==> config.mk <==
export PLATFORM = sky130hd
export DESIGN_NAME = http_date_field_parser
export DESIGN_NICKNAME = d
export VERILOG_FILES = /design/src/design/hdfp_pkg.sv /design/src/design/hdfp_in_stage.sv /design/src/design/hdfp_scan.sv /design/src/design/hdfp_out_stage.sv /design/src/design/http_date_field_parser.sv
export SDC_FILE = /design/constraint.sdc
export NUM_CORES = 1
export LEC_CHECK = 0
export ABC_AREA = 0
export BUFFER_PORTS_ARGS = -buffer_cell sky130_fd_sc_hd__buf_4
export CORE_ASPECT_RATIO = 0.7
export CORE_MARGIN = 8
export CORE_UTILIZATION = 65
export CTS_BUF_LIST = sky130_fd_sc_hd__clkbuf_16
export DETAILED_ROUTE_END_ITERATION = 7
export PLACE_DENSITY = 0.83
export SLEW_MARGIN = 20
export SYNTH_ARGS = -nofsm -noshare
export SYNTH_HDL_FRONTEND = slang
export SYNTH_SLANG_ARGS = --single-unit
==> constraint.sdc <==
create_clock -name clk_i -period 11.65 [get_ports clk_i]
set_clock_uncertainty 0.1 [all_clocks]
set_input_delay 2.33 -clock clk_i [delete_from_list [all_inputs] [get_ports clk_i]]
set_output_delay 2.33 -clock clk_i [all_outputs]
set_load 0.01 [all_outputs]
==> src/design/hdfp_pkg.sv <==
// =============================================================================
// hdfp_pkg
// Types, status codes and name tables shared by the date field parser.
// =============================================================================
package hdfp_pkg;

  // Result status codes
  typedef enum logic [2:0] {
    ST_OK      = 3'd0,
    ST_LENGTH  = 3'd1,
    ST_WEEKDAY = 3'd2,
    ST_MONTH   = 3'd3,
    ST_FORMAT  = 3'd4,
    ST_ZONE    = 3'd5
  } status_e;

  // Fixed string length and the position of its final byte
  localparam logic [4:0] DATE_LEN = 5'd29;
  localparam logic [4:0] LAST_POS = 5'd28;

  localparam int unsigned NUM_WD = 7;
  localparam int unsigned NUM_MO = 12;

  localparam logic [7:0] WD_NAMES [NUM_WD][3] = '{
    '{"S", "u", "n"}, '{"M", "o", "n"}, '{"T", "u", "e"}, '{"W", "e", "d"},
    '{"T", "h", "u"}, '{"F", "r", "i"}, '{"S", "a", "t"}
  };

  localparam logic [7:0] MO_NAMES [NUM_MO][3] = '{
    '{"J", "a", "n"}, '{"F", "e", "b"}, '{"M", "a", "r"}, '{"A", "p", "r"},
    '{"M", "a", "y"}, '{"J", "u", "n"}, '{"J", "u", "l"}, '{"A", "u", "g"},
    '{"S", "e", "p"}, '{"O", "c", "t"}, '{"N", "o", "v"}, '{"D", "e", "c"}
  };

  localparam logic [7:0] ZONE_NAME [3] = '{"G", "M", "T"};

  localparam logic [7:0] COLON = ":";

  // One input request as held in the input register
  typedef struct packed {
    logic [7:0] chr;
    logic       last;
  } byte_t;

  // One parsed result
  typedef struct packed {
    status_e     status;
    logic [2:0]  weekday;
    logic [6:0]  day;
    logic [3:0]  month;
    logic [13:0] year;
    logic [4:0]  hour;
    logic [5:0]  minute;
    logic [5:0]  second;
  } res_t;

  // acc * 10 + d, kept to 7 bits
  function automatic logic [6:0] mac7(input logic [6:0] acc, input logic [3:0] d);
    logic [9:0] s;
    s = {acc, 3'b000} + 10'({acc, 1'b0}) + 10'(d);
    return s[6:0];
  endfunction

  // acc * 10 + d, kept to 14 bits
  function automatic logic [13:0] mac14(input logic [13:0] acc, input logic [3:0] d);
    logic [16:0] s;
    s = {acc, 3'b000} + 17'({acc, 1'b0}) + 17'(d);
    return s[13:0];
  endfunction

endpackage

==> src/design/hdfp_in_stage.sv <==
// =============================================================================
// hdfp_in_stage
// Input register: captures one byte request and releases it to the scanner.
// =============================================================================
module hdfp_in_stage (
  input  logic                 clk_i,
  input  logic                 rst_ni,
  input  logic                 in_valid_i,
  output logic                 in_stall_o,
  input  logic [7:0]           char_in_i,
  input  logic                 end_of_text_i,
  input  logic                 out_free_i,
  output logic                 adv_o,
  output hdfp_pkg::byte_t      byte_o
);

  logic            vld_q, vld_d;
  hdfp_pkg::byte_t byte_q;
  logic            load;

  // Advance a non-final byte always; a final byte needs room in the result slot
  assign adv_o      = vld_q && (!byte_q.last || out_free_i);
  assign in_stall_o = vld_q && !adv_o;
  assign load       = in_valid_i && !in_stall_o;
  assign byte_o     = byte_q;

  always_comb begin
    vld_d = vld_q;
    if (load) begin
      vld_d = 1'b1;
    end else if (adv_o) begin
      vld_d = 1'b0;
    end
  end

  always_ff @(posedge clk_i or negedge rst_ni) begin
    if (!rst_ni) begin
      vld_q <= 1'b0;
    end else begin
      vld_q <= vld_d;
    end
  end

  // Hold the payload unless a new request lands
  always_ff @(posedge clk_i) begin
    if (load) begin
      byte_q.chr  <= char_in_i;
      byte_q.last <= end_of_text_i;
    end
  end

endmodule

==> src/design/hdfp_scan.sv <==
// =============================================================================
// hdfp_scan
// Per-byte matcher and accumulators; forms the result on the final byte.
// =============================================================================
module hdfp_scan (
  input  logic            clk_i,
  input  logic            rst_ni,
  input  logic            adv_i,
  input  hdfp_pkg::byte_t byte_i,
  output hdfp_pkg::res_t  res_o
);

  logic [4:0]  pos_q;
  logic [6:0]  wd_q, wd_d;
  logic [11:0] mo_q, mo_d;
  logic        zone_q, zone_d;
  logic        fmt_q, fmt_d;
  logic        dbad_q, dbad_d;
  logic [6:0]  day_q, day_d;
  logic [13:0] year_q, year_d;
  logic [6:0]  hour_q, hour_d;
  logic [6:0]  min_q, min_d;
  logic [6:0]  sec_q, sec_d;

  logic [4:0]  pos_d;
  logic [4:0]  mo_off, zn_off;
  logic [1:0]  col_wd, col_mo, col_zn;
  logic        dig_ok;
  logic [3:0]  dval;
  logic [7:0]  chr;
  logic [2:0]  wd_idx;
  logic [3:0]  mo_idx;

  assign chr    = byte_i.chr;
  assign dig_ok = (chr >= "0") && (chr <= "9");
  assign dval   = chr[3:0];
  assign mo_off = pos_q - 5'd8;
  assign zn_off = pos_q - 5'd26;
  assign col_wd = pos_q[1:0];
  assign col_mo = mo_off[1:0];
  assign col_zn = zn_off[1:0];

  // Update matcher masks and accumulators for the byte at the current position
  always_comb begin
    wd_d   = wd_q;
    mo_d   = mo_q;
    zone_d = zone_q;
    fmt_d  = fmt_q;
    dbad_d = dbad_q;
    day_d  = day_q;
    year_d = year_q;
    hour_d = hour_q;
    min_d  = min_q;
    sec_d  = sec_q;
    if (pos_q < 5'd3) begin
      for (int i = 0; i < hdfp_pkg::NUM_WD; i++) begin
        if (hdfp_pkg::WD_NAMES[i][col_wd] != chr) wd_d[i] = 1'b0;
      end
    end else if (pos_q inside {5'd5, 5'd6}) begin
      if (dig_ok) day_d = hdfp_pkg::mac7(day_q, dval);
      else dbad_d = 1'b1;
    end else if (pos_q inside {[5'd8:5'd10]}) begin
      for (int i = 0; i < hdfp_pkg::NUM_MO; i++) begin
        if (hdfp_pkg::MO_NAMES[i][col_mo] != chr) mo_d[i] = 1'b0;
      end
    end else if (pos_q inside {[5'd12:5'd15]}) begin
      if (dig_ok) year_d = hdfp_pkg::mac14(year_q, dval);
      else fmt_d = 1'b1;
    end else if (pos_q inside {5'd17, 5'd18}) begin
      if (dig_ok) hour_d = hdfp_pkg::mac7(hour_q, dval);
      else fmt_d = 1'b1;
    end else if (pos_q inside {5'd19, 5'd22}) begin
      if (chr != hdfp_pkg::COLON) fmt_d = 1'b1;
    end else if (pos_q inside {5'd20, 5'd21}) begin
      if (dig_ok) min_d = hdfp_pkg::mac7(min_q, dval);
      else fmt_d = 1'b1;
    end else if (pos_q inside {5'd23, 5'd24}) begin
      if (dig_ok) sec_d = hdfp_pkg::mac7(sec_q, dval);
      else fmt_d = 1'b1;
    end else if (pos_q inside {[5'd26:5'd28]}) begin
      if (hdfp_pkg::ZONE_NAME[col_zn] != chr) zone_d = 1'b0;
    end
    pos_d = (pos_q < hdfp_pkg::DATE_LEN) ? pos_q + 5'd1 : pos_q;
  end

  // First surviving weekday and month
  always_comb begin
    wd_idx = '0;
    mo_idx = '0;
    for (int i = hdfp_pkg::NUM_WD - 1; i >= 0; i--) begin
      if (wd_d[i]) wd_idx = 3'(i);
    end
    for (int i = hdfp_pkg::NUM_MO - 1; i >= 0; i--) begin
      if (mo_d[i]) mo_idx = 4'(i);
    end
  end

  // Rank the faults and zero the fields of a failed parse
  always_comb begin
    res_o = '0;
    if (pos_q != hdfp_pkg::LAST_POS) begin
      res_o.status = hdfp_pkg::ST_LENGTH;
    end else if (wd_d == '0) begin
      res_o.status = hdfp_pkg::ST_WEEKDAY;
    end else if (dbad_d) begin
      res_o.status = hdfp_pkg::ST_FORMAT;
    end else if (mo_d == '0) begin
      res_o.status = hdfp_pkg::ST_MONTH;
    end else if (fmt_d || hour_d > 7'd23 || min_d > 7'd59 || sec_d > 7'd59) begin
      res_o.status = hdfp_pkg::ST_FORMAT;
    end else if (!zone_d) begin
      res_o.status = hdfp_pkg::ST_ZONE;
    end else begin
      res_o.status  = hdfp_pkg::ST_OK;
      res_o.weekday = wd_idx;
      res_o.day     = day_d;
      res_o.month   = mo_idx;
      res_o.year    = year_d;
      res_o.hour    = hour_d[4:0];
      res_o.minute  = min_d[5:0];
      res_o.second  = sec_d[5:0];
    end
  end

  // Advance the scan state; drop back to the start after the final byte
  always_ff @(posedge clk_i or negedge rst_ni) begin
    if (!rst_ni) begin
      pos_q  <= '0;
      wd_q   <= '1;
      mo_q   <= '1;
      zone_q <= 1'b1;
      fmt_q  <= 1'b0;
      dbad_q <= 1'b0;
      day_q  <= '0;
      year_q <= '0;
      hour_q <= '0;
      min_q  <= '0;
      sec_q  <= '0;
    end else if (adv_i) begin
      if (byte_i.last) begin
        pos_q  <= '0;
        wd_q   <= '1;
        mo_q   <= '1;
        zone_q <= 1'b1;
        fmt_q  <= 1'b0;
        dbad_q <= 1'b0;
        day_q  <= '0;
        year_q <= '0;
        hour_q <= '0;
        min_q  <= '0;
        sec_q  <= '0;
      end else begin
        pos_q  <= pos_d;
        wd_q   <= wd_d;
        mo_q   <= mo_d;
        zone_q <= zone_d;
        fmt_q  <= fmt_d;
        dbad_q <= dbad_d;
        day_q  <= day_d;
        year_q <= year_d;
        hour_q <= hour_d;
        min_q  <= min_d;
        sec_q  <= sec_d;
      end
    end
  end

endmodule

==> src/design/hdfp_out_stage.sv <==
// =============================================================================
// hdfp_out_stage
// Result register: holds one parsed result until the receiver takes it.
// =============================================================================
module hdfp_out_stage (
  input  logic           clk_i,
  input  logic           rst_ni,
  input  logic           load_i,
  input  hdfp_pkg::res_t res_i,
  output logic           out_free_o,
  output logic           out_valid_o,
  input  logic           out_stall_i,
  output hdfp_pkg::res_t res_o
);

  logic           vld_q, vld_d;
  hdfp_pkg::res_t res_q;

  // Slot is free when empty or being taken this cycle
  assign out_free_o  = !vld_q || !out_stall_i;
  assign out_valid_o = vld_q;
  assign res_o       = res_q;

  always_comb begin
    vld_d = vld_q;
    if (load_i) begin
      vld_d = 1'b1;
    end else if (!out_stall_i) begin
      vld_d = 1'b0;
    end
  end

  always_ff @(posedge clk_i or negedge rst_ni) begin
    if (!rst_ni) begin
      vld_q <= 1'b0;
    end else begin
      vld_q <= vld_d;
    end
  end

  // Hold the result while stalled
  always_ff @(posedge clk_i) begin
    if (load_i) begin
      res_q <= res_i;
    end
  end

endmodule

==> src/design/http_date_field_parser.sv <==
// =============================================================================
// http_date_field_parser
// Byte-serial parser for fixed-form HTTP dates, "Www, DD Mmm YYYY hh:mm:ss GMT".
// =============================================================================
// Usage:
//   Input channel: one byte per request on char_in_i, end_of_text_i high on the
//   final byte. A request is taken on a clock edge with in_valid_i high and
//   in_stall_o low. Only the final byte of a string yields a result.
//   Output channel: status_o and the parsed fields, taken on an edge with
//   out_valid_o high and out_stall_i low. On any status other than ok every
//   field reads zero.
//   Path: a final byte is taken into the input register, then moves on into the
//   result register, where its result is shown (one input register, one result
//   register). Throughput: one byte per cycle while in_stall_o is low, set by the
//   combinational scan step between the two registers; bytes keep flowing while a
//   result waits. Stall: a held result blocks only a following final byte, which
//   then waits in the input register and raises in_stall_o.
//   Reset: both registers empty, scan state at the first byte of a string.
// =============================================================================
module http_date_field_parser (
  input  logic        clk_i,
  input  logic        rst_ni,
  input  logic        in_valid_i,
  output logic        in_stall_o,
  input  logic [7:0]  char_in_i,
  input  logic        end_of_text_i,
  output logic        out_valid_o,
  input  logic        out_stall_i,
  output logic [2:0]  status_o,
  output logic [2:0]  weekday_o,
  output logic [6:0]  date_day_o,
  output logic [3:0]  month_index_o,
  output logic [13:0] year_value_o,
  output logic [4:0]  hour_value_o,
  output logic [5:0]  minute_value_o,
  output logic [5:0]  second_value_o
);

  logic            adv;
  logic            out_free;
  hdfp_pkg::byte_t byte_s;
  hdfp_pkg::res_t  res_s;
  hdfp_pkg::res_t  res_q;

  hdfp_in_stage u_in (
    .clk_i        (clk_i),
    .rst_ni       (rst_ni),
    .in_valid_i   (in_valid_i),
    .in_stall_o   (in_stall_o),
    .char_in_i    (char_in_i),
    .end_of_text_i(end_of_text_i),
    .out_free_i   (out_free),
    .adv_o        (adv),
    .byte_o       (byte_s)
  );

  hdfp_scan u_scan (
    .clk_i (clk_i),
    .rst_ni(rst_ni),
    .adv_i (adv),
    .byte_i(byte_s),
    .res_o (res_s)
  );

  hdfp_out_stage u_out (
    .clk_i      (clk_i),
    .rst_ni     (rst_ni),
    .load_i     (adv && byte_s.last),
    .res_i      (res_s),
    .out_free_o (out_free),
    .out_valid_o(out_valid_o),
    .out_stall_i(out_stall_i),
    .res_o      (res_q)
  );

  // Unpack the result onto the ports
  assign status_o       = res_q.status;
  assign weekday_o      = res_q.weekday;
  assign date_day_o     = res_q.day;
  assign month_index_o  = res_q.month;
  assign year_value_o   = res_q.year;
  assign hour_value_o   = res_q.hour;
  assign minute_value_o = res_q.minute;
  assign second_value_o = res_q.second;

endmodule

* Word-level counts from Yosys, hierarchy flattened
Index checks and enable logic that the tools add are counted.
Storage, ports and cells: register bits 128, output and inout port bits 50, logic and storage cells 307, bits of input ports 13
Operators by class: bitwise logic cells 4, add/sub/neg operators 13, $lt $le $gt $ge 16, reductions and logical operators 37, equal/unequal tests 33, multiplexer cells 175
Operators with widths (number):
- 8-bit binary-select mux with 2-bit select | 20
- 8-bit two-way mux | 40
- 7-bit two-way mux | 32
- 8-bit inequality test | 20
- 14-bit two-way mux | 6
- 1-bit two-way mux | 51
- 12-bit two-way mux | 4
- 5-bit == test (second input constant) | 8
- 3-bit two-way mux | 11
- 7-bit by 4-bit adder with 7-bit output | 4
- 7-bit adder | 4
- 10-bit OR reduction | 2
- 4-bit two-way mux | 4
- 8-bit OR reduction | 2
- 14-bit adder | 1
- 14-bit by 4-bit adder with 14-bit output | 1
- 7-bit by 6-bit > comparator with 1-bit output (second input constant) | 2
- 2-bit nonzero test | 7
- 14-bit OR reduction | 1
- 7-bit OR reduction | 2
- 12-bit logical NOT | 1
- 5-bit by 3-bit == test with 1-bit output (second input constant) | 2
- 5-bit by 4-bit >= comparator with 1-bit output (second input constant) | 2
- 5-bit by 4-bit <= comparator with 1-bit output (second input constant) | 2
- other kinds (25) | 49

* Logic depth before layout (Yosys ltp)
Gate-level depths: netlist of the first run.
depth after elaboration 21, mapped depth 16, depth with buffers taken out 12

* Hierarchy
From an unflattened synthesis of the first run, not the netlist that was laid out.
Unflattened totals: cells, all modules 827, area, all modules 8301.7 um^2
Modules (own cells, without submodules):
- hdfp_scan | area an instance 6475.0 um^2, cells an instance 759, instances 1
- hdfp_out_stage | area an instance 1477.7 um^2, cells an instance 51, instances 1
- hdfp_in_stage | area an instance 342.8 um^2, cells an instance 16, instances 1
- http_date_field_parser | area an instance 6.3 um^2, cells an instance 1, instances 1

* Worst setup path before layout of the first run
OpenSTA, ideal clock, no wires.
path kind input to output, start point in out_stall_i, end point out in_stall_o, stages 2, path slack 6.663 ns, arrival time 2.557 ns, data required time 9.220 ns, cell sequence nand4_1 > inv_1
Between the ends: word-level cells in the longest chain between the ends 6
Ends and longest elaborated chain:
- start: declaration | line http_date_field_parser.sv:28 | input logic out_stall_i,
- 1-bit logical NOT | line hdfp_out_stage.sv:20 | assign out_free_o = !vld_q || !out_stall_i;
- 1-bit logical OR | line hdfp_out_stage.sv:20
- 1-bit logical OR | line hdfp_in_stage.sv:22 | assign adv_o = vld_q && (!byte_q.last || out_free_i);
- 1-bit logical AND | line hdfp_in_stage.sv:22
- 1-bit logical NOT | line hdfp_in_stage.sv:23 | assign in_stall_o = vld_q && !adv_o;
- 1-bit logical AND | line hdfp_in_stage.sv:23
- end: declaration | line http_date_field_parser.sv:24 | output logic in_stall_o,
No other way between the ends.

* Worst setup path in the final report of the first run
start point reg u_in.byte_o[4] (netlist name), end point reg u_out.res_o[9] (netlist name)
Between the ends: word-level cells in the longest chain between the ends 15
Ends and longest elaborated chain:
- parallel branches: the longest is 15 deep, another holds 8-bit by 6-bit >= comparator with 1-bit output
Parallel ways; which one is timed is not known. A chain may end at the register's enable or synchronous reset.

==> summary.log, run 1 <==
[synth] fraction of registers with async set or reset after synthesis 0.555
[placement] placed cell areas 8910 sq um
[cts] Hold Buf Count CTS 0
[global_routing] combined global-route utilization of all metal layers 0.259
[worst_setup_path] Critical Path End Type flop
[timing] sum of negative setup slack 0 ns
[cts] clock tree buffer depth 2
[global_routing] residual overflow from global routing 0
[die] chip width 152 microns
[worst_setup_path] worst endpoint required time 11.79 ns
[drt] routed vias 7162
[cts] CTS buffer count 17
[synth] number of distinct library cells after synthesis 67
[placement] placed wire-length estimate after detailed placement 14.6 mm
[synth] Synth top area share 0.204
[cts] post-CTS setup buffer count 0
[worst_setup_path] crit path launch type flop
[synth] number of warning messages in the yosys log 0
[cts] H-tree depth 4
[timing] number of slew-limit violations in the final report 0
[worst_setup_path] critical path peak fanout 34
[worst_hold_path] class of the worst hold path flop to flop
[synth] Post-synth EDFFs 57
[finish] share of the core filled with cells 0.758
[die] placeable core region 12500 sq um
[placement] RePlAce Congestion 0.929
[finish] layout overhead on the synthesized area 12.9%
[synth] gate count of the mapped netlist 882
[timing] Tightest Pin Transition 1.15 ns
[timing] final critical-path required period 5.62 ns
[job] max-cap violation count 0
[synth] post-synthesis register bit count 128
[global_routing] number of global-route vias before repair 7151
[status] run status complete, no violations
[timing] worst rel slew slack 0.234
[cts] Root Driver clkbuf_16
[drt] Detail Route Antenna Nets 0
[global_routing] pin count of the biggest net entering global routing 74
[timing] RSZ-0062 raised after global routing no
[pwr] power per unit of standard cell area 151 nW/um^2
[cts] clock tree from TritonCTS built
[synth] Post-Synthesis Mean Instance Area 9.52 sq um
[synth] main area contributors after synthesis edfxtp_1, dfrtp_1, ha_1, dfstp_2, nand2_1
[cts] clock edge transition at the registers on the reported setup and hold paths 0.06 ns
[finish] net total in the final layout 1006
[cts] clock latency reported for the late side of the worst-skew pair 0.43 ns
[worst_setup_path] Crit path arrival time 5.76 ns
[die] die footprint 16900 sq um
[worst_setup_path] WS Path Type flop to flop
[drt] detailed router's first-iteration violation count 654
[global_routing] antenna violations before repair 0
[die] std cell rows 34
[synth] largest area contributor in the netlist edfxtp_1
[timing] Highest Clock Rate 178 MHz
[drt] final wirelength 21.9 mm
[placement] Port Buffers 62
[finish] ratio of cells with drive above 1 in the final layout 0.139
[finish] ant diodes 0
[cts] # resized after CTS 0
[finish] Final Cell Area 9480 sq um
[pwr] worst IR drop on VDD 0.000136 V
[finish] final instance count without filler cells 1097
[pwr] leak pwr 0.00401 uW
[timing] Hold Vio Cnt, Final 0
[drt] remaining design rule violation count 0
[drt] count of TritonRoute iterations in the first routing pass 6
[synth] primary flip-flop cell chosen by synthesis mapping edfxtp_1
[die] Top Ports 63
[die] Die Height 111 microns
[die] Starting Density 0.671
[cts] clk sinks 128
[synth] Seq/Total Area, Yosys 0.418
[global_routing] global-route wire length before repair 36.1 mm
[timing] Final period util 0.483
[drt] wire length per cell after detailed routing 20.0 microns
[placement] number of cells after detailed placement 1065
[timing] Setup Viol. Count Final 0
[drt] vias per cell 6.53
[synth] post-synthesis net count 966
[synth] synthesized area 8400 sq um
flip-flops by register name, summed over array words and instances (netlist names), 5 cells and up:
register and count:
u_in.byte_o 9, u_scan.year_q 14, u_scan.min_q 7, u_scan.day_q 7, u_scan.pos_q 5, u_scan.hour_q 7, u_scan.mo_q 12, u_out.res_o 48
u_scan.wd_q 7, u_scan.sec_q 7
layout by cell type (no fill, tap or decap), drive strengths merged, types with 9 or more instances in the layout:
| cell | n |
|---|---|
| xnor2 | 40 |
| o21ai | 49 |
| nand3 | 10 |
| nor3 | 23 |
| dfrtp | 51 |
| nand2 | 125 |
| clkbuf | 19 |
| a21o | 11 |
| buf | 68 |
| edfxtp | 57 |
| a211o | 10 |
| nand2b | 10 |
| xor2 | 23 |
| a21oi | 74 |
| a211oi | 11 |
| fa | 10 |
| a22o | 10 |
| ha | 61 |
| nor2 | 56 |
| and2 | 9 |
| inv | 49 |
| a21boi | 19 |
| dfstp | 20 |
worst paths after layout:
check / end / slack (ns) / start / cells after the start
max in group asynchronous: u_scan.min_q[2] / 8.85 / rst_ni / 1
min in group asynchronous: u_out.out_valid_o / 1.95 / rst_ni / 1
hold reg to reg: u_scan.day_q[6] / 0.41 / u_scan.day_q[6] / 2
hold / removal: u_scan.day_q[6] / 0.41 / u_scan.day_q[6] / 2
setup reg to reg: u_out.res_o[9] / 6.03 / u_in.byte_o[4] / 13
setup / recovery: u_out.res_o[9] / 6.03 / u_in.byte_o[4] / 13
kinds of logic (layout without fill, tap and decap cells):
kind of cell | count (synthesis) | in the layout | synth area share
fa+ha+maj | 71 | 71 | 0.115
xor+xnor | 63 | 63 | 0.0657
compound gates | 234 | 234 | 0.182
buf+inv | 89 | 142 | 0.0434
simple gates | 292 | 292 | 0.170
mux | 5 | 5 | 0.00596
flops | 128 | 128 | 0.418
power by group:
group	internal, uW	switching [uW]
combinational	146	208
sequential	513	46.5
clock	300	216
Yosys cell counts, drive strengths merged, types with 3 or more instances:
| cell type | count |
|---|---|
| a211o | 10 |
| a211oi | 11 |
| a21boi | 19 |
| a21o | 11 |
| a21oi | 74 |
| a22o | 10 |
| a31oi | 4 |
| a32o | 6 |
| a32oi | 3 |
| a41oi | 4 |
| and2 | 9 |
| and3 | 7 |
| and4b | 3 |
| buf | 16 |
| clkbuf | 31 |
| dfrtp | 51 |
| dfstp | 20 |
| edfxtp | 57 |
| fa | 10 |
| ha | 61 |
| inv | 42 |
| mux2i | 5 |
| nand2 | 125 |
| nand2b | 10 |
| nand3 | 10 |
| nand4 | 3 |
| nor2 | 56 |
| nor2b | 7 |
| nor3 | 23 |
| nor3b | 4 |
| nor4 | 8 |
| nor4b | 4 |
| nor4bb | 3 |
| o211ai | 4 |
| o21a | 8 |
| o21ai | 49 |
| o221ai | 3 |
| o31a | 5 |
| or3 | 8 |
| or4 | 4 |
| xnor2 | 40 |
| xor2 | 23 |
area by class of cell:
type | count | area (sq um)
clock buffer | 19 | 475
clock inverter | 13 | 93.8
fill | 858 | 3030
inverter | 42 | 158
multi-input combinational | 665 | 4530
sequential | 128 | 3510
tap | 162 | 203
timing repair buffer | 68 | 510
worst max-delay path, stage by stage (launching register included):
cell	delay (ns)
edfxtp_1	0.97
inv_1	0.33
fa_1	0.66
inv_1	0.06
ha_1	0.29
a21o_1	0.19
a21oi_1	0.17
xnor2_1	0.11
and4b_1	0.19
o31a_1	0.31
or4_1	0.50
or4_1	0.84
buf_4	0.39
a211oi_1	0.28
stage by stage:
step / hold WS, ns / setup slack [ns] / power, uW
after floorplan: 0.350 / 6.66 / 809
after global placement: 0.367 / 6.32 / 885
after detailed placement: 0.397 / 6.15 / 906
after CTS: 0.410 / 6.10 / 1430
after global routing: 0.435 / 5.80 / 1500
final: 0.415 / 6.03 / 1430
layer usage:
metal	global-route usage	routed length, microns
met1	0.351	9580
met2	0.393	9770
met3	0.0690	2050
met4	0.0894	496
met5	0	0
Note: power is estimated with default switching activity, not from simulation.
==> inputs of run 2 (changes only) <==
--- a/config.mk
+++ b/config.mk
@@ -9,10 +9,10 @@
 export BUFFER_PORTS_ARGS = -buffer_cell sky130_fd_sc_hd__buf_4
 export CORE_ASPECT_RATIO = 0.7
 export CORE_MARGIN = 8
-export CORE_UTILIZATION = 65
+export CORE_UTILIZATION = 55
 export CTS_BUF_LIST = sky130_fd_sc_hd__clkbuf_16
 export DETAILED_ROUTE_END_ITERATION = 7
-export PLACE_DENSITY = 0.83
+export PLACE_DENSITY = 0.75
 export SLEW_MARGIN = 20
 export SYNTH_ARGS = -nofsm -noshare
 export SYNTH_HDL_FRONTEND = slang
==> constraint.sdc (replaced) <==
create_clock -name clk_i -period 5 [get_ports clk_i]
set_clock_uncertainty 0.1 [all_clocks]
set_input_delay 1 -clock clk_i [delete_from_list [all_inputs] [get_ports clk_i]]
set_output_delay 1 -clock clk_i [all_outputs]
set_load 0.01 [all_outputs]
==> summary.log, run 2 (same netlist as run 1, synthesis figures left out) <==
[die] Die Height 119 microns
[timing] sum of negative setup slack 0 ns
[cts] # resized after CTS 0
[worst_setup_path] WS Path Type flop to flop
[drt] Detail Route Antenna Nets 0
[die] std cell rows 37
[timing] worst rel slew slack 0.382
[die] chip width 164 microns
[worst_setup_path] cell breakdown of the critical path ha_1 -> and3_1 -> ha_1 -> or4b_4 -> or3_1 -> o31a_1 -> or4_1 -> or4_2 -> buf_4 -> nor4_1
[global_routing] pin count of the biggest net entering global routing 72
[worst_setup_path] crit path launch type flop
[worst_setup_path] Reg2Reg Depth 10
[worst_setup_path] CP most frequent cell ha_1
[die] die footprint 19500 sq um
[die] Top Ports 63
[job] max-cap violation count 0
[cts] clock tree from TritonCTS built
[timing] Highest Clock Rate 224 MHz
[drt] routed vias 6968
[timing] RSZ-0062 raised after global routing no
[timing] Setup Viol. Count Final 0
[drt] count of TritonRoute iterations in the first routing pass 5
[timing] Hold Vio Cnt, Final 0
[placement] RePlAce Congestion 0.926
[cts] clock latency reported for the late side of the worst-skew pair 0.43 ns
[worst_hold_path] hold path depth 2
[global_routing] antenna violations before repair 0
[timing] PnR worst setup slack 0.535 ns
[pwr] worst IR drop on VDD 0.000195 V
[placement] placed wire-length estimate after detailed placement 15.5 mm
[drt] remaining design rule violation count 0
[drt] detailed router's first-iteration violation count 715
[worst_setup_path] destination of the worst register-to-register timing path u_out.res_o[32]
[pwr] power per unit of standard cell area 335 nW/um^2
[timing] final critical-path required period 4.46 ns
[global_routing] residual overflow from global routing 0
[worst_setup_path] peak per-stage delay on the critical path 0.68 ns
[worst_setup_path] R2R Setup Slk 0.54 ns
[worst_setup_path] critical path peak fanout 26
[placement] Port Buffers 62
[worst_setup_path] Crit path arrival time 4.62 ns
[global_routing] combined global-route utilization of all metal layers 0.231
[finish] commonest non-fill, non-tap cells in the layout nand2_1, buf_4, a21oi_1
[drt] final wirelength 21.7 mm
[worst_setup_path] beginning of the worst register-to-register path u_scan.pos_q[0]
[cts] clock edge transition at the registers on the reported setup and hold paths 0.05 ns
[timing] number of slew-limit violations in the final report 0
[placement] post-placement setup slack 0.547 ns
[pwr] leak pwr 0.00409 uW
[timing] Tightest Pin Transition 0.927 ns
[finish] ratio of cells with drive above 1 in the final layout 0.143
[cts] H-tree depth 4
[global_routing] global-route wire length before repair 36.1 mm
[timing] worst hold margin 0.393 ns
[drt] wire length per cell after detailed routing 19.0 microns
[worst_hold_path] Worst Hold Path EP u_scan.year_q[13]
[worst_setup_path] worst endpoint required time 5.15 ns
[cts] Root Driver clkbuf_16
[cts] clock tree buffer depth 2
[worst_setup_path] Slowest cell on crit path or4_2
[cts] clk sinks 128
[finish] Largest register FFs 48
[worst_hold_path] class of the worst hold path flop to flop
[finish] ant diodes 0
[die] Starting Density 0.567
[die] placeable core region 14800 sq um
[drt] vias per cell 6.07
[global_routing] number of global-route vias before repair 6823
[finish] layout overhead on the synthesized area 14.3%
[worst_hold_path] origin of the worst min-delay path u_scan.year_q[13]
[finish] most frequent standard cell in the layout excluding fill and tap cells nand2_1
[finish] net total in the final layout 1023
[cts] CTS buffer count 17
[worst_setup_path] Critical Path End Type flop
[timing] Final period util 0.893
[cts] post-CTS setup buffer count 0
[cts] Hold Buf Count CTS 0
[status] run status complete, no violations
==> run 2: cell count changes in the layout (fill, tap and decap cells not counted), sizes merged <==
cell	change
clkbuf	-2
clkinv	-3
bufinv	+1
buf	+17
inv	+4
==> run 2: routing by layer <==
| metal | routed length, microns | global-route usage | share of wire |
|---|---|---|---|
| met3 | 1880 | 0.0506 | 0.086 |
| met4 | 441 | 0.0923 | 0.020 |
| met1 | 10600 | 0.350 | 0.49 |
| met5 | 0 | 0 | 0 |
| met2 | 8850 | 0.310 | 0.41 |
==> run 2: report_power, final <==
| part | total (uW) | leakage (uW) | switching, uW | internal [uW] |
|---|---|---|---|---|
| clock | 1090 | 0.000287 | 436 | 654 |
| combinational | 837 | 0.00236 | 491 | 346 |
| sequential | 1290 | 0.00145 | 90.8 | 1200 |
| total | 3210 | 0.00409 | 1020 | 2200 |
==> run 2: cell type report <==
type	instances	area, sq um
timing repair buffer	85	638
clock inverter	15	82.6
fill	1211	5220
sequential	128	3510
multi-input combinational	665	4530
clock buffer	17	425
inverter	42	158
tap	195	244
==> run 2: worst max-delay path by stage <==
stage / cells after the start / from / endpoint
final: 10 / u_scan.pos_q[0] / u_out.res_o[32]
after CTS: 10 / u_scan.pos_q[0] / u_out.res_o[31]
after floorplan: 16 / u_in.byte_o[4] / u_out.res_o[34]
after global placement: 10 / u_scan.pos_q[0] / u_out.res_o[32]
after global routing: 10 / u_scan.pos_q[0] / u_out.res_o[32]
after detailed placement: 10 / u_scan.pos_q[0] / u_out.res_o[32]
==> run 2: critical path: cells and delay by family (launching register included) <==
family,cells,cell delay [ns]
AOI/OAI and AO/OA,1,0.32
adders and majority gates,2,0.57
buffers and inverters,1,0.27
DFF,1,0.47
and+or+nand+nor,6,2.55
==> run 2: metrics by stage <==
stage	power (uW)	area [sq um]	util	std cells
after floorplan	1880	8400	-	882
final	3210	9590	0.648	1147
after global placement	2110	9080	0.613	1115
after CTS	3220	9590	0.648	1147
after global routing	3380	9590	0.648	1147
after detailed placement	2120	9080	0.613	1115
==> inputs of run 3 (changes only) <==
--- a/config.mk
+++ b/config.mk
@@ -16,4 +16,5 @@
 export SLEW_MARGIN = 20
 export SYNTH_ARGS = -nofsm -noshare
 export SYNTH_HDL_FRONTEND = slang
+export SYNTH_HIERARCHICAL = 1
 export SYNTH_SLANG_ARGS = --single-unit
==> summary.log, run 3 <==
[global_routing] number of global-route vias before repair 7096
[synth] most common cell in the synthesized netlist nand2_1
[finish] area of all sequential standard cells 3510 sq um
[worst_setup_path] WS Path Type flop to flop
[die] die footprint 19300 sq um
[pwr] power per unit of standard cell area 350 nW/um^2
[cts] clk sinks 128
[synth] number of distinct library cells after synthesis 77
[timing] Setup Viol. Count Final 0
[synth] post-synthesis register bit count 128
[drt] detailed router's first-iteration violation count 729
[die] chip width 163 microns
[cts] clock tree buffer depth 2
[global_routing] pin count of the biggest net entering global routing 72
[synth] number of warning messages in the yosys log 6
[worst_setup_path] worst endpoint required time 5.13 ns
[worst_setup_path] critical path peak fanout 21
[placement] RePlAce Congestion 0.935
[synth] Seq/Total Area, Yosys 0.423
[drt] vias per cell 6.39
[placement] post-placement setup slack 0.800 ns
[synth] Post-synth EDFFs 57
[timing] worst hold margin 0.363 ns
[timing] number of slew-limit violations in the final report 0
[placement] placed wire-length estimate after detailed placement 15.9 mm
[finish] most frequent standard cell in the layout excluding fill and tap cells nand2_1
[cts] clock edge transition at the registers on the reported setup and hold paths 0.05 ns
[timing] Tightest Pin Transition 1.05 ns
[cts] Root Driver clkbuf_16
[cts] Hold Buf Count CTS 0
[drt] wire length per cell after detailed routing 20.8 microns
[worst_setup_path] Reg2Reg Depth 11
[timing] Final period util 0.868
[die] Die Height 119 microns
[finish] layout overhead on the synthesized area 15.0%
[drt] final wirelength 22.7 mm
[drt] count of TritonRoute iterations in the first routing pass 5
[job] max-cap violation count 0
[worst_setup_path] beginning of the worst register-to-register path u_scan/pos_q[1]
[die] Top Ports 63
[drt] remaining design rule violation count 0
[drt] Detail Route Antenna Nets 0
[synth] fraction of registers with async set or reset after synthesis 0.555
[finish] share of the core filled with cells 0.648
[worst_setup_path] crit path launch type flop
[timing] RSZ-0062 raised after global routing no
[synth] synthesized area 8300 sq um
[placement] Port Buffers 62
[pwr] worst IR drop on VDD 0.000220 V
[cts] clock latency reported for the late side of the worst-skew pair 0.43 ns
[synth] Synth top area share 0.206
[worst_setup_path] Critical Path End Type flop
[timing] sum of negative setup slack 0 ns
[finish] net total in the final layout 966
[timing] worst rel slew slack 0.300
[status] run status complete, no violations
[finish] commonest non-fill, non-tap cells in the layout nand2_1, buf_4, a21oi_1
[synth] main area contributors after synthesis edfxtp_1, dfrtp_1, ha_1, dfstp_2, a21oi_1
[timing] PnR worst setup slack 0.659 ns
[cts] clock tree from TritonCTS built
[timing] Hold Vio Cnt, Final 0
[cts] # resized after CTS 0
[synth] largest area contributor in the netlist edfxtp_1
[finish] ratio of cells with drive above 1 in the final layout 0.158
[synth] gate count of the mapped netlist 827
[worst_setup_path] destination of the worst register-to-register timing path u_out/res_o[32]
[cts] post-CTS setup buffer count 0
[worst_setup_path] timing startpoint of the critical path u_scan/pos_q[1]
[finish] Largest register FFs 48
[synth] Post-Synthesis Mean Instance Area 10.0 sq um
[synth] primary flip-flop cell chosen by synthesis mapping edfxtp_1
[global_routing] global-route wire length before repair 36.8 mm
[worst_setup_path] Worst Setup EP u_out/res_o[32]
[worst_setup_path] Crit path arrival time 4.47 ns
[timing] final critical-path required period 4.34 ns
[global_routing] antenna violations before repair 0
[drt] routed vias 6971
[global_routing] combined global-route utilization of all metal layers 0.238
[finish] number of filler cells placed in the layout 1166
[finish] area of combinational cells with multiple inputs 4490 sq um
[pwr] leak pwr 0.00414 uW
[die] placeable core region 14700 sq um
[placement] number of cells after detailed placement 1059
[cts] H-tree depth 4
[finish] final instance count without filler cells 1091
[timing] Highest Clock Rate 230 MHz
[synth] post-synthesis net count 910
[die] Starting Density 0.564
[worst_hold_path] class of the worst hold path flop to flop
[cts] CTS buffer count 17
[global_routing] residual overflow from global routing 0
[worst_setup_path] R2R Setup Slk 0.66 ns
[synth] cell types with the highest counts after synthesis nand2_1, a21oi_1, ha_1
[die] std cell rows 37
[finish] ant diodes 0
[run 3: changes by cell type in the layout (fill, tap and decap cells not counted), sizes merged, moves of 7 or more]
cell,before,now
a211o,10,1
a211oi,11,4
a21oi,74,66
a22o,10,21
clkinv,3,10
inv,53,35
mux2i,5,13
nand2,125,81
nor3,23,13
o21ai,49,24
o2bb2ai,0,18
[run 3: where the power goes]
group	leakage [uW]	internal, uW	switching, uW
registers	0.00147	1180	90.6
logic	0.00238	334	505
clock network	0.000291	771	455
[run 3: logic make-up (layout without fill, tap and decap cells)]
kind of cell / count (synthesis) / after routing / share of synthesized area
AND/OR/NAND/NOR: 257 / 257 / 0.159
AO/OA/AOI/OAI: 226 / 226 / 0.191
flip-flops: 128 / 128 / 0.423
buffers and inverters: 76 / 145 / 0.0363
adder cells (fa/ha/maj): 70 / 70 / 0.115
XOR/XNOR: 57 / 57 / 0.0601
multiplexers: 13 / 13 / 0.0157
[run 3: final cells by class]
cell class                 instances  share of cell area
multi-input combinational        623               0.470
sequential                       128               0.368
timing repair buffer              79              0.0621
clock buffer                      17              0.0446
tap                              195              0.0256
clock inverter                    15              0.0161
inverter                          34              0.0134
[run 3: worst min-delay path by stage]
stage                              start             end  slack (ns)  cells after the start
after detailed placement  u_scan/mo_q[6]  u_scan/mo_q[6]        0.35                      2
after global routing      u_scan/mo_q[6]  u_scan/mo_q[6]        0.38                      2
final                     u_scan/mo_q[6]  u_scan/mo_q[6]        0.36                      2
after CTS                 u_scan/mo_q[6]  u_scan/mo_q[6]        0.36                      2
after floorplan           u_scan/mo_q[6]  u_scan/mo_q[6]        0.34                      2
after global placement    u_scan/mo_q[6]  u_scan/mo_q[6]        0.35                      2
[run 3: worst max-delay path: stages (launching register included)]
cell      delay, ns
dfrtp_1        0.77
inv_1          0.18
ha_1           0.51
xor2_1         0.20
nor4_1         0.69
a31oi_1        0.24
o22ai_1        0.30
or4b_1         0.24
nand2b_1       0.11
nand3b_2       0.27
buf_4          0.25
a311oi_1       0.29
[run 3: layer usage]
layer | GRT usage | up-vias | routed length [microns]
li1 | - | 3163 | -
met1 | 0.323 | 3405 | 9920
met2 | 0.372 | 369 | 10500
met3 | 0.0537 | 34 | 2000
met4 | 0.0703 | 0 | 303
met5 | 0 | - | 0
[run 3: stage by stage]
stage          cell area, sq um  power, uW
2_1_floorplan              8300       1860
3_3_place_gp               8970       2060
3_5_place_dp               8970       2100
4_1_cts                    9550       3340
5_1_grt                    9550       3490
6_report                   9550       3340
